<file path="config.mk">
export PLATFORM = sky130hd
export DESIGN_NAME = chdt_len_mem
export DESIGN_NICKNAME = d
export VERILOG_FILES = /design/src/hw/rtl/chdt_pkg.sv /design/src/hw/rtl/chdt_len_mem.sv
export SDC_FILE = /design/constraint.sdc
export NUM_CORES = 1
export LEC_CHECK = 0
export BUFFER_PORTS_ARGS = -buffer_cell sky130_fd_sc_hd__buf_2
export CORE_ASPECT_RATIO = 0.9
export CORE_MARGIN = 2
export CORE_UTILIZATION = 43
export DETAILED_ROUTE_END_ITERATION = 10
export GPL_TIMING_DRIVEN = 1
export PLACE_DENSITY = 0.63
export SYNTH_ARGS = -nofsm -noshare
export SYNTH_HDL_FRONTEND = slang
export SYNTH_SLANG_ARGS = --single-unit
</file>
<file path="constraint.sdc">
create_clock -name clk -period 2.7 [get_ports clk]
set_clock_uncertainty 0.15 [all_clocks]
set_input_delay 0.135 -clock clk [delete_from_list [all_inputs] [get_ports clk]]
set_output_delay 0.135 -clock clk [all_outputs]
set_load 0.1 [all_outputs]
</file>
<file path="src/hw/rtl/chdt_pkg.sv">
// Package: constants, types and state encoding for the canonical Huffman decode table.
`default_nettype none
package chdt_pkg;
  localparam int SYMBOLS_DEF = 256;
  localparam int MAX_LENGTH_DEF = 12;
  localparam int SYM_W = 8;
  localparam int LEN_W = 4;
  localparam int WIN_W = 12;

  localparam logic REQ_LOAD = 1'b0;
  localparam logic REQ_LOOKUP = 1'b1;

  typedef enum logic [2:0] {
    ST_IDLE,
    ST_INIT,
    ST_CLEAR,
    ST_COUNT,
    ST_KRAFT,
    ST_FILL_RD,
    ST_FILL_WR
  } state_t;

  typedef struct packed {
    logic           we;
    logic [15:0]    addr;
    logic [SYM_W-1:0] sym;
    logic [LEN_W-1:0] len;
  } tbl_wr_t;
endpackage
`default_nettype wire

</file>
<file path="src/hw/rtl/chdt_len_mem.sv">
// Stored code length memory: one write port, one registered read port.
`default_nettype none
module chdt_len_mem #(
  parameter int SYMBOLS = chdt_pkg::SYMBOLS_DEF,
  parameter int AW = (SYMBOLS > 1) ? $clog2(SYMBOLS) : 1
) (
  input  wire logic                      clk,
  input  wire logic                      we,
  input  wire logic [AW-1:0]             waddr,
  input  wire logic [chdt_pkg::LEN_W-1:0] wdata,
  input  wire logic [AW-1:0]             raddr,
  output logic [chdt_pkg::LEN_W-1:0]     rdata_r
);
  logic [chdt_pkg::LEN_W-1:0] mem [SYMBOLS];
  always_ff @(posedge clk) begin
    if (we) mem[waddr] <= wdata;
    rdata_r <= mem[raddr];
  end
endmodule
`default_nettype wire

</file>
==> qor.yml <==
cts_inserted_buffers: 102
grt_start_max_net_pins: 85
finalPower_uw: 34190
cts-root-buf: "clkbuf_16"
row_count: 107
arrival_ns: 2.95
postCtsSetupBuffers: 0
dp_hpwl_microns: 62990
ant_nets: 0
synth.avg_cell_area_sq_um: 19.83
layout_commonest_cell: "edfxtp_1"
crit_fanout: 1
finalHoldViolCount: 0
startpoint_type: "flop"
r2r_slack_ns: 0.13
dp.cells: 3403
crit_type: "reg2reg"
synth_cell_type_count: 42
antenna_cells: 0
wl_per_cell_microns: 27.11
drt-vias-per-instance: 5.796
wirelength_microns: 97480
drc_errors: 0
slew_violations: 0
design.portCount: 26
layout_common_cells: "edfxtp_1 (1024), nor2_1 (275), mux4_2 (250)"
initialDrtViolationCount: 2523
die_x_microns: 328.2
finalSetupViolCount: 0
drive_gt1_share_pct: 27.19
synth_seq_area_share_pct: 75.79
cts_sinks: 1028
layout.cells.non_filler: 3596
first_pass_iters: 6
tritoncts: "yes"
htreeDepth: 3
rsz0062_at_grt: "no"
clk_pin_slew_ns: 0.06
nets: 2282
p_per_area_nw_per_um2: 725.1
grt_pass1_wl_microns: 143000
ir_drop_v: 0.0005026
status: "completed"
cap_viol_max_count: 0
antenna_found_initial: 4
io_buffer_count: 25
synth_seq_cells: 1028
end_kind: "flop"
syn_inst: 2051
via_count: 20842
coreArea_sq_um: 94250
required_ns: 3.08
slew_headroom_pct: 19.88
die_area_sq_um: 97070
worstMarginPinSlew_ns: 1.199
finalCritPeriodShare_pct: 95.22
start_util_pct: 43.16
synth_warnings: 0
die_y_microns: 295.8
gp_congestion: 0.8461
syn2layout_area_growth_pct: 15.92
grt_pass1_vias: 21181
netlist_area_sq_um: 40680
clk_path_buf_depth: 3
grt_use_total_pct: 20.19
period_minus_slack_ns: 2.571
grt-ovfl-total: 0
fmax_ghz: 0.3890
hp-class: "in2reg"
power.leakage_uw: 0.01481
worstSkewPairLatency_ns: 0.68
synth_nets: 2073
==> final timing paths <==
path                         startpoint               endpoint  depth (start not counted)
hold / removal                 waddr[2]  mem[205][0]$_DFFE_PP_                          3
setup / recovery  mem[179][0]$_DFFE_PP_     rdata_r[0]$_DFF_P_                          7
hold reg to reg    mem[68][0]$_DFFE_PP_     rdata_r[0]$_DFF_P_                          7
setup reg to reg  mem[179][0]$_DFFE_PP_     rdata_r[0]$_DFF_P_                          7
==> logic make-up after synthesis <==
| kind of cell | synth area share (%) |
|---|---|
| DFF | 75.79 |
| muxes | 15.61 |
| buffers and inverters | 1.713 |
| and+or+nand+nor | 4.731 |
| AOI/OAI and AO/OA | 2.153 |
==> timing repair <==
item                                    CTS  global route
hold endpoints to repair                256             0
resized for setup                         0             1
hold buffers                              6             0
endpoints found under the setup margin    0             1
==> layer usage <==
metal  GRT usage [%]  vias up  part of all wire (%)
li1                -     8790                     -
met1           28.85    10914                    42
met2           31.02      969                    46
met3           4.970      163                   9.3
met4           5.814        6                   2.6
met5               0        -                 0.037
==> area by class of cell <==
cell class / count / area, sq um
Fill cell: 7529 / 47100
Sequential cell: 1028 / 30830
Multi-Input combinational cell: 893 / 9158
Clock buffer: 119 / 2638
Timing Repair Buffer: 233 / 2087
Tap cell: 1253 / 1568
Clock inverter: 68 / 862.1
Inverter: 2 / 7.507
==> worst max-delay path: stages (launching register included) <==
cell and delay [ns]:
edfxtp_1 0.36, mux4_2 0.48, nor2b_1 0.14, a211oi_1 0.41, a2111oi_1 0.14, buf_4 0.19
nor4_1 0.43, o211ai_1 0.13
==> synth_stat cells <==
master | count | area, sq um
and2_1 | 2 | 12.51
nand2_1 | 55 | 206.5
mux4_2 | 250 | 5630
buf_2 | 20 | 100.1
nor2_1 | 275 | 1032
nor4_1 | 5 | 31.28
clkbuf_1 | 68 | 255.2
a2111oi_0 | 7 | 61.31
and2_0 | 1 | 6.260
a21boi_0 | 2 | 15.01
or3b_2 | 1 | 8.760
o211ai_1 | 13 | 97.59
mux2_2 | 6 | 67.56
nor3b_1 | 1 | 7.510
o21bai_1 | 2 | 15.01
or2_2 | 2 | 12.51
nand4_1 | 15 | 93.84
buf_6 | 19 | 214.0
buf_4 | 11 | 82.58
a31oi_1 | 6 | 37.54
o22ai_1 | 10 | 62.56
edfxtp_1 | 1024 | 30750
o221ai_1 | 8 | 70.07
or3_1 | 2 | 12.51
dfxtp_1 | 4 | 80.08
nor3_1 | 7 | 35.03
nor2b_1 | 26 | 162.7
a22oi_1 | 32 | 240.2
inv_2 | 1 | 3.750
and4_1 | 2 | 17.52
o21ai_0 | 16 | 80.08
nand3_1 | 39 | 195.2
mux2i_1 | 65 | 650.6
inv_1 | 1 | 3.750
or4_1 | 1 | 7.510
a211oi_1 | 7 | 52.55
nand2b_1 | 12 | 75.07
a221oi_1 | 8 | 70.07
a2bb2oi_1 | 1 | 8.760
nand3b_1 | 1 | 7.510
buf_1 | 10 | 37.54
a21oi_1 | 13 | 65.06
==> flip-flops by register name, summed over array words and instances (netlist names) <==
| signal | count |
|---|---|
| mem | 1024 |
| rdata_r | 4 |
==> through the flow <==
stage / TNS, ns / hold slack, ns / instance area, sq um / worst slack [ns] / utilization (%)
finish: 0 / 0.06078 / 47150 / 0.1292 / 50.03
global route: 0 / 0.04483 / 47150 / 0.05395 / 50.03
CTS: 0 / 0.008784 / 47140 / 0.09042 / 50.02
detailed placement: -0.2498 / 0.4283 / 43580 / -0.1224 / 46.24
global placement: -0.3421 / 0.4271 / 43580 / -0.2577 / 46.24
floorplan: 0 / 0.08387 / 40680 / 0.4878 / -
==> report_power, final <==
part | total (uW) | internal (uW) | switching (uW) | leakage, uW
sequential | 17600 | 17600 | 31.9 | 0.00924
combinational | 1820 | 684 | 1130 | 0.00389
clock | 14800 | 8740 | 6020 | 0.00168
(Power assumes the default switching activity.)
